### src/sv/lat_pkg.sv
// ----------------------------------------------------------------------------
// lat_pkg
// Shared types and constants for the load average tracker.
// ----------------------------------------------------------------------------
package lat_pkg;

  // Item kinds
  localparam logic KIND_RECORD = 1'b0;
  localparam logic KIND_TICK   = 1'b1;

  // Process state codes
  localparam logic [2:0] PS_UNUSED   = 3'd0;
  localparam logic [2:0] PS_NEW      = 3'd1;
  localparam logic [2:0] PS_RUNNABLE = 3'd2;
  localparam logic [2:0] PS_SLEEPING = 3'd3;
  localparam logic [2:0] PS_STOPPED  = 3'd4;
  localparam logic [2:0] PS_ONPROC   = 3'd5;

  // Register indexes
  localparam int unsigned REG_MAX_SLEEP = 0;

  localparam logic [7:0] DEFAULT_MAX_SLEEP = 8'd20;

  localparam int unsigned COUNT_W   = 13;
  localparam logic [12:0] COUNT_MAX = 13'd8191;
  localparam int unsigned COEF_W    = 16;
  localparam int unsigned RES_LIMIT = 8;
  localparam logic [1:0]  GLB_LAST  = 2'd2;

  // e^(-1/12), e^(-1/60), e^(-1/180) with 32 fraction bits, truncated
  localparam logic [31:0] DECAY32_ONE     = 32'd3951560671;
  localparam logic [31:0] DECAY32_FIVE    = 32'd4223977730;
  localparam logic [31:0] DECAY32_FIFTEEN = 32'd4271172524;

  typedef struct packed {
    logic        kind;
    logic [2:0]  proc_state;
    logic        is_idle_thread;
    logic        has_cpu;
    logic [2:0]  cpu_number;
    logic [31:0] uptime_seconds;
    logic [15:0] swapper_sleep_time;
  } in_item_t;

  typedef struct packed {
    logic [2:0]  cpu_id;
    logic [31:0] cpu_load;
    logic [31:0] load_one;
    logic [31:0] load_five;
    logic [31:0] load_fifteen;
    logic        sampled;
    logic        wake_swapper;
    logic        last;
  } out_item_t;

  // Request to the average update unit
  typedef struct packed {
    logic                  load;
    logic [31:0]           avg;
    logic [COEF_W-1:0]     coef;
    logic [COUNT_W-1:0]    n;
  } upd_req_t;

  typedef enum logic [2:0] {
    ST_IDLE,
    ST_REC_WR,
    ST_GLB_MUL,
    ST_GLB_ADD,
    ST_CPU_RD,
    ST_CPU_MUL,
    ST_CPU_WR
  } seq_state_e;

endpackage

### src/sv/load_average_tracker.sv
// ----------------------------------------------------------------------------
// load_average_tracker
// Run counts and 1/5/15 minute exponential load averages with per-CPU
// 1-minute averages.
// ----------------------------------------------------------------------------
// Records: a record that counts toward a CPU keeps the input stalled in
//   ST_REC_WR for the count RAM read-modify-write.
// Ticks: global updates (multiply, then add, per average) when sampled, then
//   read, multiply, write per CPU through the one shared update unit and the
//   single read port of the CPU RAMs; a reported CPU's write waits while out is stalled.
// Reset: counts and averages read as zero through valid bits, max_sleep = 20.
// ----------------------------------------------------------------------------
module load_average_tracker
  import lat_pkg::*;
#(
  parameter int MAX_CPUS  = 8,
  parameter int FRAC_BITS = 11
) (
  input  logic        clk_i,
  input  logic        rst_ni,
  // item input
  input  logic        in_valid_i,
  output logic        in_stall_o,
  input  in_item_t    in_item_i,
  // result output
  output logic        out_valid_o,
  input  logic        out_stall_i,
  output out_item_t   out_item_o,
  // configuration
  input  logic        psel,
  input  logic        penable,
  input  logic        pwrite,
  input  logic [2:0]  paddr,
  input  logic [31:0] pwdata,
  output logic [31:0] prdata,
  output logic        pready
);

  localparam int CPU_W = (MAX_CPUS > 1) ? $clog2(MAX_CPUS) : 1;
  localparam int NRES  = (MAX_CPUS < RES_LIMIT) ? MAX_CPUS : RES_LIMIT;
  localparam logic [CPU_W-1:0] LAST_CPU = CPU_W'(MAX_CPUS - 1);
  localparam logic [CPU_W-1:0] LAST_RES = CPU_W'(NRES - 1);

  // Decay coefficients with FRAC_BITS fraction bits
  localparam logic [COEF_W-1:0] COEF_ONE     = COEF_W'(DECAY32_ONE >> (32 - FRAC_BITS));
  localparam logic [COEF_W-1:0] COEF_FIVE    = COEF_W'(DECAY32_FIVE >> (32 - FRAC_BITS));
  localparam logic [COEF_W-1:0] COEF_FIFTEEN = COEF_W'(DECAY32_FIFTEEN >> (32 - FRAC_BITS));

  function automatic logic [COUNT_W-1:0] sat_inc(input logic [COUNT_W-1:0] x);
    return (x == COUNT_MAX) ? COUNT_MAX : x + COUNT_W'(1);
  endfunction

  // uptime mod 5 == 0: 16 is 1 mod 5, so fold nibbles, then trim.
  function automatic logic mod5_zero(input logic [31:0] up);
    logic [6:0] s;
    logic [4:0] r;
    s = '0;
    for (int i = 0; i < 8; i++) begin
      s = s + 7'(up[4*i +: 4]);
    end
    r = 5'(s[3:0]) + 5'(s[6:4]);
    for (int j = 0; j < 4; j++) begin
      if (r >= 5'd5) begin
        r = r - 5'd5;
      end
    end
    return r == 5'd0;
  endfunction

  seq_state_e state_q, state_d;

  logic [7:0]         max_sleep_q;
  logic [31:0]        glb_q [3];
  logic [COUNT_W-1:0] run_total_q;
  logic [MAX_CPUS-1:0] cnt_vld_q;
  logic [MAX_CPUS-1:0] avg_vld_q;
  logic [1:0]         g_q;
  logic [CPU_W-1:0]   k_q;
  logic [CPU_W-1:0]   rec_idx_q;
  logic               sampled_q;
  logic               wake_q;
  logic               n_nz_q;
  logic [31:0]        avg_cur_q;
  logic               out_vld_q;
  out_item_t          out_q;

  // Input decode
  logic in_acc;
  logic rec_count;
  logic rec_cpu_ok;
  logic tick_sampled;
  logic tick_wake;

  assign in_stall_o   = (state_q != ST_IDLE);
  assign in_acc       = in_valid_i && !in_stall_o;
  assign rec_count    = (in_item_i.proc_state == PS_NEW) ||
                        (((in_item_i.proc_state == PS_RUNNABLE) ||
                          (in_item_i.proc_state == PS_ONPROC)) && !in_item_i.is_idle_thread);
  assign rec_cpu_ok   = in_item_i.has_cpu && (32'(in_item_i.cpu_number) < MAX_CPUS);
  assign tick_sampled = mod5_zero(in_item_i.uptime_seconds);
  assign tick_wake    = in_item_i.swapper_sleep_time > 16'(max_sleep_q >> 1);

  // RAM ports and update unit
  logic [CPU_W-1:0]   cnt_raddr;
  logic               cnt_we;
  logic [COUNT_W-1:0] cnt_wdata;
  logic [COUNT_W-1:0] cnt_rdata;
  logic               avg_we;
  logic [31:0]        avg_rdata;
  logic [31:0]        upd_sum;
  upd_req_t           upd_req;
  logic [COUNT_W-1:0] cnt_cur;
  logic [31:0]        avg_new;
  logic               emit;
  logic               out_free;
  logic               out_load;
  logic               advance;

  lat_ram #(.Width(COUNT_W), .Depth(MAX_CPUS)) u_cnt_ram (
    .clk_i   (clk_i),
    .we_i    (cnt_we),
    .waddr_i (rec_idx_q),
    .wdata_i (cnt_wdata),
    .raddr_i (cnt_raddr),
    .rdata_o (cnt_rdata)
  );

  lat_ram #(.Width(32), .Depth(MAX_CPUS)) u_avg_ram (
    .clk_i   (clk_i),
    .we_i    (avg_we),
    .waddr_i (k_q),
    .wdata_i (avg_new),
    .raddr_i (k_q),
    .rdata_o (avg_rdata)
  );

  lat_avg_unit #(.FRAC_BITS(FRAC_BITS)) u_avg_unit (
    .clk_i (clk_i),
    .req_i (upd_req),
    .sum_o (upd_sum)
  );

  // Entries not yet written since reset (or since the last tick for counts)
  // read as zero.
  assign cnt_cur  = (state_q == ST_REC_WR) ? (cnt_vld_q[rec_idx_q] ? cnt_rdata : '0)
                                           : (cnt_vld_q[k_q] ? cnt_rdata : '0);
  assign avg_new  = (sampled_q && n_nz_q) ? upd_sum : avg_cur_q;
  assign emit     = (k_q <= LAST_RES);
  assign out_free = !out_vld_q || !out_stall_i;
  assign advance  = !emit || out_free;

  // Next state
  always_comb begin
    state_d = state_q;
    case (state_q)
      ST_IDLE: begin
        if (in_acc) begin
          if (in_item_i.kind == KIND_TICK) begin
            state_d = tick_sampled ? ST_GLB_MUL : ST_CPU_RD;
          end else if (rec_count && rec_cpu_ok) begin
            state_d = ST_REC_WR;
          end
        end
      end
      ST_REC_WR:  state_d = ST_IDLE;
      ST_GLB_MUL: state_d = ST_GLB_ADD;
      ST_GLB_ADD: state_d = (g_q == GLB_LAST) ? ST_CPU_RD : ST_GLB_MUL;
      ST_CPU_RD:  state_d = ST_CPU_MUL;
      ST_CPU_MUL: state_d = ST_CPU_WR;
      ST_CPU_WR: begin
        if (advance) begin
          state_d = (k_q == LAST_CPU) ? ST_IDLE : ST_CPU_RD;
        end
      end
      default:    state_d = ST_IDLE;
    endcase
  end

  // Datapath controls
  always_comb begin
    cnt_raddr    = k_q;
    cnt_we       = 1'b0;
    cnt_wdata    = sat_inc(cnt_cur);
    avg_we       = 1'b0;
    out_load     = 1'b0;
    upd_req.load = 1'b0;
    upd_req.avg  = avg_vld_q[k_q] ? avg_rdata : '0;
    upd_req.coef = COEF_ONE;
    upd_req.n    = cnt_cur;
    case (state_q)
      ST_IDLE: begin
        // look up the record's CPU count while the item is taken
        cnt_raddr = CPU_W'(in_item_i.cpu_number);
      end
      ST_REC_WR: begin
        cnt_we = 1'b1;
      end
      ST_GLB_MUL: begin
        upd_req.load = 1'b1;
        upd_req.n    = run_total_q;
        case (g_q)
          2'd0:    begin upd_req.avg = glb_q[0]; upd_req.coef = COEF_ONE;     end
          2'd1:    begin upd_req.avg = glb_q[1]; upd_req.coef = COEF_FIVE;    end
          default: begin upd_req.avg = glb_q[2]; upd_req.coef = COEF_FIFTEEN; end
        endcase
      end
      ST_CPU_MUL: begin
        upd_req.load = 1'b1;
      end
      ST_CPU_WR: begin
        avg_we   = sampled_q && n_nz_q && advance;
        out_load = emit && out_free;
      end
      default: begin
      end
    endcase
  end

  // Sequencer and state registers
  always_ff @(posedge clk_i or negedge rst_ni) begin
    if (!rst_ni) begin
      state_q     <= ST_IDLE;
      max_sleep_q <= DEFAULT_MAX_SLEEP;
      glb_q[0]    <= '0;
      glb_q[1]    <= '0;
      glb_q[2]    <= '0;
      run_total_q <= '0;
      cnt_vld_q   <= '0;
      avg_vld_q   <= '0;
      g_q         <= '0;
      k_q         <= '0;
      out_vld_q   <= 1'b0;
    end else begin
      state_q <= state_d;

      if (psel && penable && pwrite && (paddr[2] == 1'(REG_MAX_SLEEP))) begin
        max_sleep_q <= pwdata[7:0];
      end

      if (in_acc && (in_item_i.kind == KIND_TICK)) begin
        g_q <= '0;
        k_q <= '0;
      end else if (in_acc && rec_count) begin
        run_total_q <= sat_inc(run_total_q);
      end

      if (state_q == ST_REC_WR) begin
        cnt_vld_q[rec_idx_q] <= 1'b1;
      end

      if (state_q == ST_GLB_ADD) begin
        glb_q[g_q] <= upd_sum;
        g_q        <= g_q + 2'd1;
      end

      if ((state_q == ST_CPU_WR) && advance) begin
        if (avg_we) begin
          avg_vld_q[k_q] <= 1'b1;
        end
        if (k_q == LAST_CPU) begin
          // tick done: drop all counts
          run_total_q <= '0;
          cnt_vld_q   <= '0;
        end else begin
          k_q <= k_q + CPU_W'(1);
        end
      end

      if (out_load) begin
        out_vld_q <= 1'b1;
      end else if (!out_stall_i) begin
        out_vld_q <= 1'b0;
      end
    end
  end

  // Payload registers
  always_ff @(posedge clk_i) begin
    if (in_acc) begin
      rec_idx_q <= CPU_W'(in_item_i.cpu_number);
      if (in_item_i.kind == KIND_TICK) begin
        sampled_q <= tick_sampled;
        wake_q    <= tick_wake;
      end
    end
    if (state_q == ST_CPU_MUL) begin
      n_nz_q    <= (cnt_cur != '0);
      avg_cur_q <= upd_req.avg;
    end
    if (out_load) begin
      out_q.cpu_id       <= 3'(k_q);
      out_q.cpu_load     <= avg_new;
      out_q.load_one     <= glb_q[0];
      out_q.load_five    <= glb_q[1];
      out_q.load_fifteen <= glb_q[2];
      out_q.sampled      <= sampled_q;
      out_q.wake_swapper <= wake_q;
      out_q.last         <= (k_q == LAST_RES);
    end
  end

  assign out_valid_o = out_vld_q;
  assign out_item_o  = out_q;

  assign pready = 1'b1;
  assign prdata = (paddr[2] == 1'(REG_MAX_SLEEP)) ? {24'd0, max_sleep_q} : 32'd0;

endmodule

### src/sv/lat_ram.sv
// ----------------------------------------------------------------------------
// lat_ram
// Generic single-write, single-read RAM with registered read data.
// ----------------------------------------------------------------------------
module lat_ram #(
  parameter int Width = 32,
  parameter int Depth = 8
) (
  input  logic                                    clk_i,
  input  logic                                    we_i,
  input  logic [((Depth > 1) ? $clog2(Depth) : 1)-1:0] waddr_i,
  input  logic [Width-1:0]                        wdata_i,
  input  logic [((Depth > 1) ? $clog2(Depth) : 1)-1:0] raddr_i,
  output logic [Width-1:0]                        rdata_o
);

  logic [Width-1:0] mem [Depth];
  logic [Width-1:0] rdata_q;

  always_ff @(posedge clk_i) begin
    if (we_i) begin
      mem[waddr_i] <= wdata_i;
    end
    rdata_q <= mem[raddr_i];
  end

  assign rdata_o = rdata_q;

endmodule

### src/sv/lat_avg_unit.sv
// ----------------------------------------------------------------------------
// lat_avg_unit
// Exponential average step: (c*avg) >> F plus n*(2^F - c), saturated.
// ----------------------------------------------------------------------------
module lat_avg_unit
  import lat_pkg::*;
#(
  parameter int FRAC_BITS = 11
) (
  input  logic        clk_i,
  input  upd_req_t    req_i,
  output logic [31:0] sum_o
);

  localparam int PA_W  = 32 + COEF_W;
  localparam int PB_W  = COUNT_W + COEF_W + 1;
  localparam int SUM_W = ((32 > PB_W) ? 32 : PB_W) + 1;
  localparam logic [COEF_W:0] FSCALE = (COEF_W + 1)'(1) << FRAC_BITS;

  logic [PA_W-1:0]  prod_a_q;
  logic [PB_W-1:0]  prod_b_q;
  logic [COEF_W:0]  comp;
  logic [SUM_W-1:0] sum;

  assign comp = FSCALE - {1'b0, req_i.coef};

  // Register both products before the add.
  always_ff @(posedge clk_i) begin
    if (req_i.load) begin
      prod_a_q <= PA_W'(req_i.coef) * PA_W'(req_i.avg);
      prod_b_q <= PB_W'(req_i.n) * PB_W'(comp);
    end
  end

  assign sum   = SUM_W'(prod_a_q >> FRAC_BITS) + SUM_W'(prod_b_q);
  assign sum_o = (|sum[SUM_W-1:32]) ? 32'hFFFF_FFFF : sum[31:0];

endmodule

### config.mk
export PLATFORM = sky130hd
export DESIGN_NAME = load_average_tracker
export DESIGN_NICKNAME = d
export VERILOG_FILES = /design/src/sv/lat_pkg.sv /design/src/sv/load_average_tracker.sv /design/src/sv/lat_ram.sv /design/src/sv/lat_avg_unit.sv
export SDC_FILE = /design/constraint.sdc
export NUM_CORES = 2
export LEC_CHECK = 0
export BUFFER_PORTS_ARGS = -buffer_cell sky130_fd_sc_hd__buf_2
export CAP_MARGIN = 20
export CORE_MARGIN = 8
export CORE_UTILIZATION = 55
export DETAILED_ROUTE_END_ITERATION = 12
export PLACE_DENSITY = 0.81
export SLEW_MARGIN = 20
export SYNTH_ARGS = -nofsm -noshare
export SYNTH_HDL_FRONTEND = slang
export SYNTH_SLANG_ARGS = --single-unit
### constraint.sdc
create_clock -name clk_i -period 14.5 [get_ports clk_i]
set_input_delay 1.45 -clock clk_i [delete_from_list [all_inputs] [get_ports clk_i]]
set_output_delay 1.45 -clock clk_i [all_outputs]
set_load 0.05 [all_outputs]
== After elaboration in Yosys (flattened, before gate mapping) ==
Memories as Yosys holds them, arrays and structs flattened. A register that Yosys moved wholly into a read port is not among the register bits.
Index checks and enable logic that the tools add are counted.
Word-level totals
  flip-flop bits (word level): 388
  bits in writable memories: 360
  bits of input ports: 99
  memories: 2
Cells by class
  add/sub/neg operators: 18
  multipliers: 2
  order comparisons: 12
  equal/unequal tests: 18
  multiplexer cells: 59
  bitwise gates (word level): 4
  reductions and logical operators: 34
Memories
  u_avg_ram.mem: depth 8, width 32, rd ports 1, clocked after Yosys merged registers in 1, wr ports 1, line lat_ram.sv:17  | logic [Width-1:0] mem [Depth];
  u_cnt_ram.mem: depth 8, width 13, rd ports 1, clocked after Yosys merged registers in 1, wr ports 1, line lat_ram.sv:17
Operator list (number)
  32-bit two-way mux: 4
  13-bit two-way mux: 9
  96-bit bitwise mux: 1
  48-bit one-hot mux with 2 select lines: 1
  32-bit demux with 2-bit select: 1
  61-bit two-way mux: 1
  16-bit by 32-bit multiplier with 44-bit output: 1
  33-bit by 30-bit adder with 33-bit output: 1
  3-bit two-way mux: 11
  8-bit two-way mux: 4
  13-bit by 17-bit multiplier with 30-bit output: 1
  7-bit by 4-bit adder with 7-bit output: 4
  13-bit by 1-bit adder with 13-bit output (second input constant): 2
  13-bit equality test (second input constant): 2
  5-bit by 3-bit >= comparator with 1-bit output (second input constant): 4
  5-bit two-way mux: 4
  5-bit by 3-bit subtractor with 5-bit output (second input constant): 4
  3-bit one-hot mux with 6 select lines: 1
  12-bit by 16-bit subtractor with 17-bit output (first input constant): 1
  16-bit by 7-bit > comparator with 1-bit output: 1
  8-bit bitwise OR: 2
  3-bit equality test (second input constant): 5
  1-bit logical AND: 15
  1-bit two-way mux: 15
  34 further kinds: 52

== Longest topological paths before layout ==
  word-level depth: 21
  gate-level depth with buffers: 33
  depth with buffers taken out: 32

== Modules after synthesis ==
Synthesis repeated with hierarchy kept, for this count alone.
Second synthesis, totals
  cells, all modules: 4671
  area total of the unflattened synthesis: 55533.3 um^2
By module, submodules not included
  lat_avg_unit: instances 1, cells each 2907, area an instance 25948.6 um^2
  load_average_tracker: instances 1, cells each 1173, area an instance 14802.9 um^2
  lat_ram (u_avg_ram): instances 1, cells each 415, area an instance 10466.3 um^2
  lat_ram (u_cnt_ram): instances 1, cells each 176, area an instance 4315.4 um^2

== Least setup slack after synthesis ==
OpenSTA, ideal clock, no wires.
  kind: input to register
  from: input port in_item_i[18] (netlist name)
  to: register state_q[1]
  library setup time: 0.120 ns
  arrival: 8.269 ns
  data required time: 14.380 ns
  path slack: 6.110 ns
  stages on the path: 30
  path through: inv_1 fa_1 inv_1 fa_1 fa_1 fa_1 ha_1 inv_1 fa_1 xnor2_1 ha_1 fa_1 inv_1 ha_1 nor3_1 o21ai_0 a21oi_2 mux2i_1 and2_0 buf_2 mux2i_1 o21ai_0 o31ai_1 ha_1 nand2_1 o311ai_0 a211o_1 a21oi_1 a211oi_2 a41o_1
On the way
  cells in the longest elaborated chain, start to end: 21
  elaborated cells between the ends (all ways): 25
  classes of those cells: add/sub (12); order compare (4); mux (8); reduce/logical (1)
RTL lines
  start: declaration: line load_average_tracker.sv:24  | input in_item_t in_item_i,
  4-bit by 4-bit adder with 5-bit output (*): line load_average_tracker.sv:59  | s = s + 7'(up[4*i +: 4]);
  5-bit by 4-bit adder with 6-bit output (*): line load_average_tracker.sv:59
  6-bit by 4-bit adder with 7-bit output (*): line load_average_tracker.sv:59
  7-bit by 4-bit adder with 7-bit output (*) (4 in series): line load_average_tracker.sv:59
  4-bit by 3-bit adder with 5-bit output (*): line load_average_tracker.sv:61  | r = 5'(s[3:0]) + 5'(s[6:4]);
  5-bit by 3-bit subtractor with 5-bit output / 5-bit by 3-bit >= comparator with 1-bit output (equally long branches): line load_average_tracker.sv:64, load_average_tracker.sv:63
  5-bit two-way mux (*): line load_average_tracker.sv:63  | if (r >= 5'd5) begin
  5-bit by 3-bit subtractor with 5-bit output / 5-bit by 3-bit >= comparator with 1-bit output (equally long branches): line load_average_tracker.sv:64, load_average_tracker.sv:63
  [... 3 more ...]
  5-bit by 3-bit subtractor with 5-bit output / 5-bit by 3-bit >= comparator with 1-bit output (equally long branches): line load_average_tracker.sv:64, load_average_tracker.sv:63
  5-bit two-way mux (*): line load_average_tracker.sv:63
  5-bit zero test (*): line load_average_tracker.sv:67  | return r == 5'd0;
  net tick_sampled: line load_average_tracker.sv:91  | logic tick_sampled;
  3-bit two-way mux (*): line load_average_tracker.sv:159  | state_d = tick_sampled ? ST_GLB_MUL : ST_CPU_RD;
  3-bit two-way mux (*): line load_average_tracker.sv:158  | if (in_item_i.kind == KIND_TICK) begin
  3-bit two-way mux (*): line load_average_tracker.sv:157  | if (in_acc) begin
  3-bit one-hot mux with 6 select lines (*): line load_average_tracker.sv:155  | case (state_q)
  end signal: assignment: line load_average_tracker.sv:234  | state_q <= state_d;
  end: declaration: line load_average_tracker.sv:70  | seq_state_e state_q, state_d;
Mark *: on every way through the listed nets, which the timed path passes. The rest lies on a longest branch. The select of a mux whose other input is x is not followed.
A chain may end at the register's enable or synchronous reset.

==> summary.txt <==
Run status
  – Outcome: complete, no violations

Global routing
  – Initial antenna violation count: 4
  – Pin count of the biggest net entering global routing: between 80 and 90
  – GRT Residual Overflow: 0
  – Global-route wire length before repair: around 180 mm
  – GRT Total Usage: 0.2535
  – Vias in the first global route: 30420

Logic synthesis
  – Avg Inst Size Synth: about 12 um^2
  – Yosys cell types: around 80
  – Largest family of logic cells by synthesized area: adder cells
  – Largest cells by area after synthesis: edfxtp_1 (41%), fa_1 (13%), ha_1 (8.4%), dfrtp_1 (8.1%), nand2_1 (3.8%)
  – Number of flops mapped to enable cells by yosys: approximately 600
  – Ys async rst share: 0.1837
  – Mux share of post-synthesis cell area: 0.01038
  – Post-synthesis compound-gate area fraction: 0.09747
  – Adder-cell share of the synthesized area: 0.2177
  – FF+latch count, synth: approximately 770
  – Post-synthesis xor/xnor area fraction: 0.01713
  – Synth top area share: 0.4056
  – Post-synth top flop: edfxtp_1
  – Yosys warning total: 0
  – Count leader, synth: edfxtp_1
  – Synth area leader: edfxtp_1
  – Top post-synthesis cells by count: edfxtp_1 (586), nand2_1 (443), inv_1 (351)
  – Sequential element share of the synthesized area: 0.5083
  – Post-Syn Area: about 0.043 mm^2
  – Syn Inst Count: between 3000 and 4000
  – Fraction of the mapped netlist area in simple logic gates: 0.1004

Clocking
  – Clk_lat worst skew: ~0.65 ns
  – Clk slew on worst S/H paths: roughly 0.060 ns
  – Clock Sinks: ~770
  – CTS Hold Buffers Added: 0
  – Post CTS Setup Buffer Count: 0
  – Number of buffers created by CTS: 76
  – TritonCTS clock tree: built
  – H-Tree Level Count: 3
  – PostCTS Resize Cnt: 0
  – Root Buffer: clkbuf_16
  – CTS max path bufs: 3

STA
  – Setup ws final: 4.670 ns
  – Max transition margin: 0.1836
  – Hold Violations, Final: 0
  – Fmax: between 0.1 and 0.15 GHz
  – Worst slew pin tran: 1.214 ns
  – RSZ-0062 raised after global routing: no
  – Final setup violation count: 0
  – Period utilization: 0.6780
  – Final min period: between 9 and 10 ns
  – Clock Skews: approximately 0.035 ns
  – Max-slew violations: 0
  – Setup TNS: 0 ns

Layout
  – Layout cells sized above 1: 0.1164
  – Final nets: between 4000 and 5000
  – # fillers: about 5800
  – Area growth from synthesis to layout: 11.27%
  – Layout Cells excl Fill: 4977

Drt
  – Via Count: 29880
  – Drt drc: 0
  – First drt pass iteration count: 6
  – DR iter-0 viols: between 3000 and 4000
  – Antenna-violating nets left: 0
  – Per-cell routed wire length: between 20 and 25 um
  – Via density: 6.003
  – Final WL: approximately 110 mm

Die
  – Die width: roughly 300 um
  – Die Y: approximately 300 um
  – Rows: slightly above 100
  – Initial core utilization: 0.5528
  – IO Count: 268
  – Die area: roughly 0.088 mm^2
  – Core area: a little under 0.08 mm^2

Worst setup path
  – Crit path from: k_q[1]
  – Critical path's most frequent cell: fa_1
  – Reg2reg start: k_q[1]
  – Crit path kind: reg -> reg
  – Critical-path maximum fanout: 34
  – Worst path slowest cell: dfrtp_1
  – Worst setup SP type: flip-flop
  – Crit path DAT: 10.21 ns
  – CP required: around 15 ns
  – Setup crit end kind: flip-flop
  – CP peak stage delay: ~0.83 ns

Place
  – RePlAce Congestion: ~0.9
  – Pre-CTS setup slack: 4.805 ns
  – Dpl cells: 4832
  – I/O Buffers: 216
  – HPWL after DPL: slightly below 80 mm

Flow run
  – Max Cap Viol: 0

Hold path
  – Min-delay worst type: reg -> reg
  – Worst hold path startpoint: wake_q
## worst max-delay path: cells and delay by family (launching register included)
family                     cells  cell delay [ns]
and+or+nand+nor                6             1.34
adders and majority gates      7             3.20
buffers and inverters          6             1.37
DFF                            1             0.83
AOI/OAI and AO/OA              8             2.74
xor gates and xnor gates       1             0.08
## layout by cell type (no fill, tap or decap), drive strengths merged, types with 13 or more instances in the layout
master / count
nor2b: 21
dfxtp: 45
and3: 33
nand4: 38
ha: 291
a22oi: 147
clkbuf: 104
a211oi: 15
conb: 29
inv: 354
dfrtp: 140
a21o: 32
nand2: 443
a31oi: 28
nor2: 225
mux2i: 27
a21oi: 126
o21a: 15
nor3: 34
fa: 290
edfxtp: 586
o21ai: 197
buf: 279
a22o: 20
xor2: 31
and2: 27
xnor2: 53
nand2b: 13
clkinv: 25
nand3: 109
## state kept, by name (all words and copies together), names as in the netlist
signal               count
u_avg_ram.mem          256
out_item_o             134
u_cnt_ram.mem          104
glb_q                   96
u_avg_unit.prod_a_q     33
avg_cur_q               32
u_avg_ram.rdata_o       32
u_avg_unit.prod_b_q     21
run_total_q             13
u_cnt_ram.rdata_o       13
avg_vld_q                8
cnt_vld_q                8
max_sleep_q              8
k_q                      3
rec_idx_q                3
state_q                  3
g_q                      2
n_nz_q                   1
out_valid_o              1
sampled_q                1
wake_q                   1
## per-stage QoR
| stage | area [um^2] | util | hold slack [ns] |
|---|---|---|---|
| 5_1_grt | 48270 | 0.6151 | 0.4551 |
| 2_1_floorplan | 43490 | - | 0.4003 |
| 6_report | 48280 | 0.6151 | 0.4380 |
| 3_5_place_dp | 45710 | 0.5825 | 0.4121 |
| 3_3_place_gp | 45710 | 0.5825 | 0.4065 |
| 4_1_cts | 48250 | 0.6148 | 0.4365 |
## final cells by class
| type | instances | area [um^2] | share of cell area |
|---|---|---|---|
| clock buffer | 103 | 2076 | 0.04300 |
| inverter | 351 | 1318 | 0.02729 |
| tap | 1050 | 1314 | 0.02721 |
| clock inverter | 39 | 460.4 | 0.009538 |
| sequential | 773 | 22050 | 0.4568 |
| timing repair buffer | 280 | 1568 | 0.03248 |
| antenna | 2 | 5.005 | 0.0001037 |
| multi-input combinational | 2379 | 19480 | 0.4035 |
## layer usage
layer,vias to the layer above,GRT usage,share of wire
met2,1718,0.4099,0.47
met4,0,0.1024,0.041
met3,333,0.06917,0.12
li1,13150,-,-
met1,14680,0.3241,0.37
met5,-,0,0
## worst paths after layout
check	slack, ns	end	cells after the start
max in group asynchronous	12.24	glb_q[79]	2
max reg2reg	4.67	u_avg_unit.prod_a_q[42]	28
max	4.67	u_avg_unit.prod_a_q[42]	28
min in group asynchronous	0.86	glb_q[33]	1
min reg2reg	0.44	out_item_o[1]	0
min	0.44	out_item_o[1]	0
## logic make-up (layout without fill, tap and decap cells)
family	Yosys count	after routing
buffers and inverters	531	773
AOI/OAI and AO/OA	660	660
adders and majority gates	581	581
xor gates and xnor gates	84	84
other	2	31
muxes	41	41
DFF	773	773
and+or+nand+nor	984	984
Power is not shown: default switching activity piles up to over one toggle a cycle in this logic, so the estimate is an artifact.
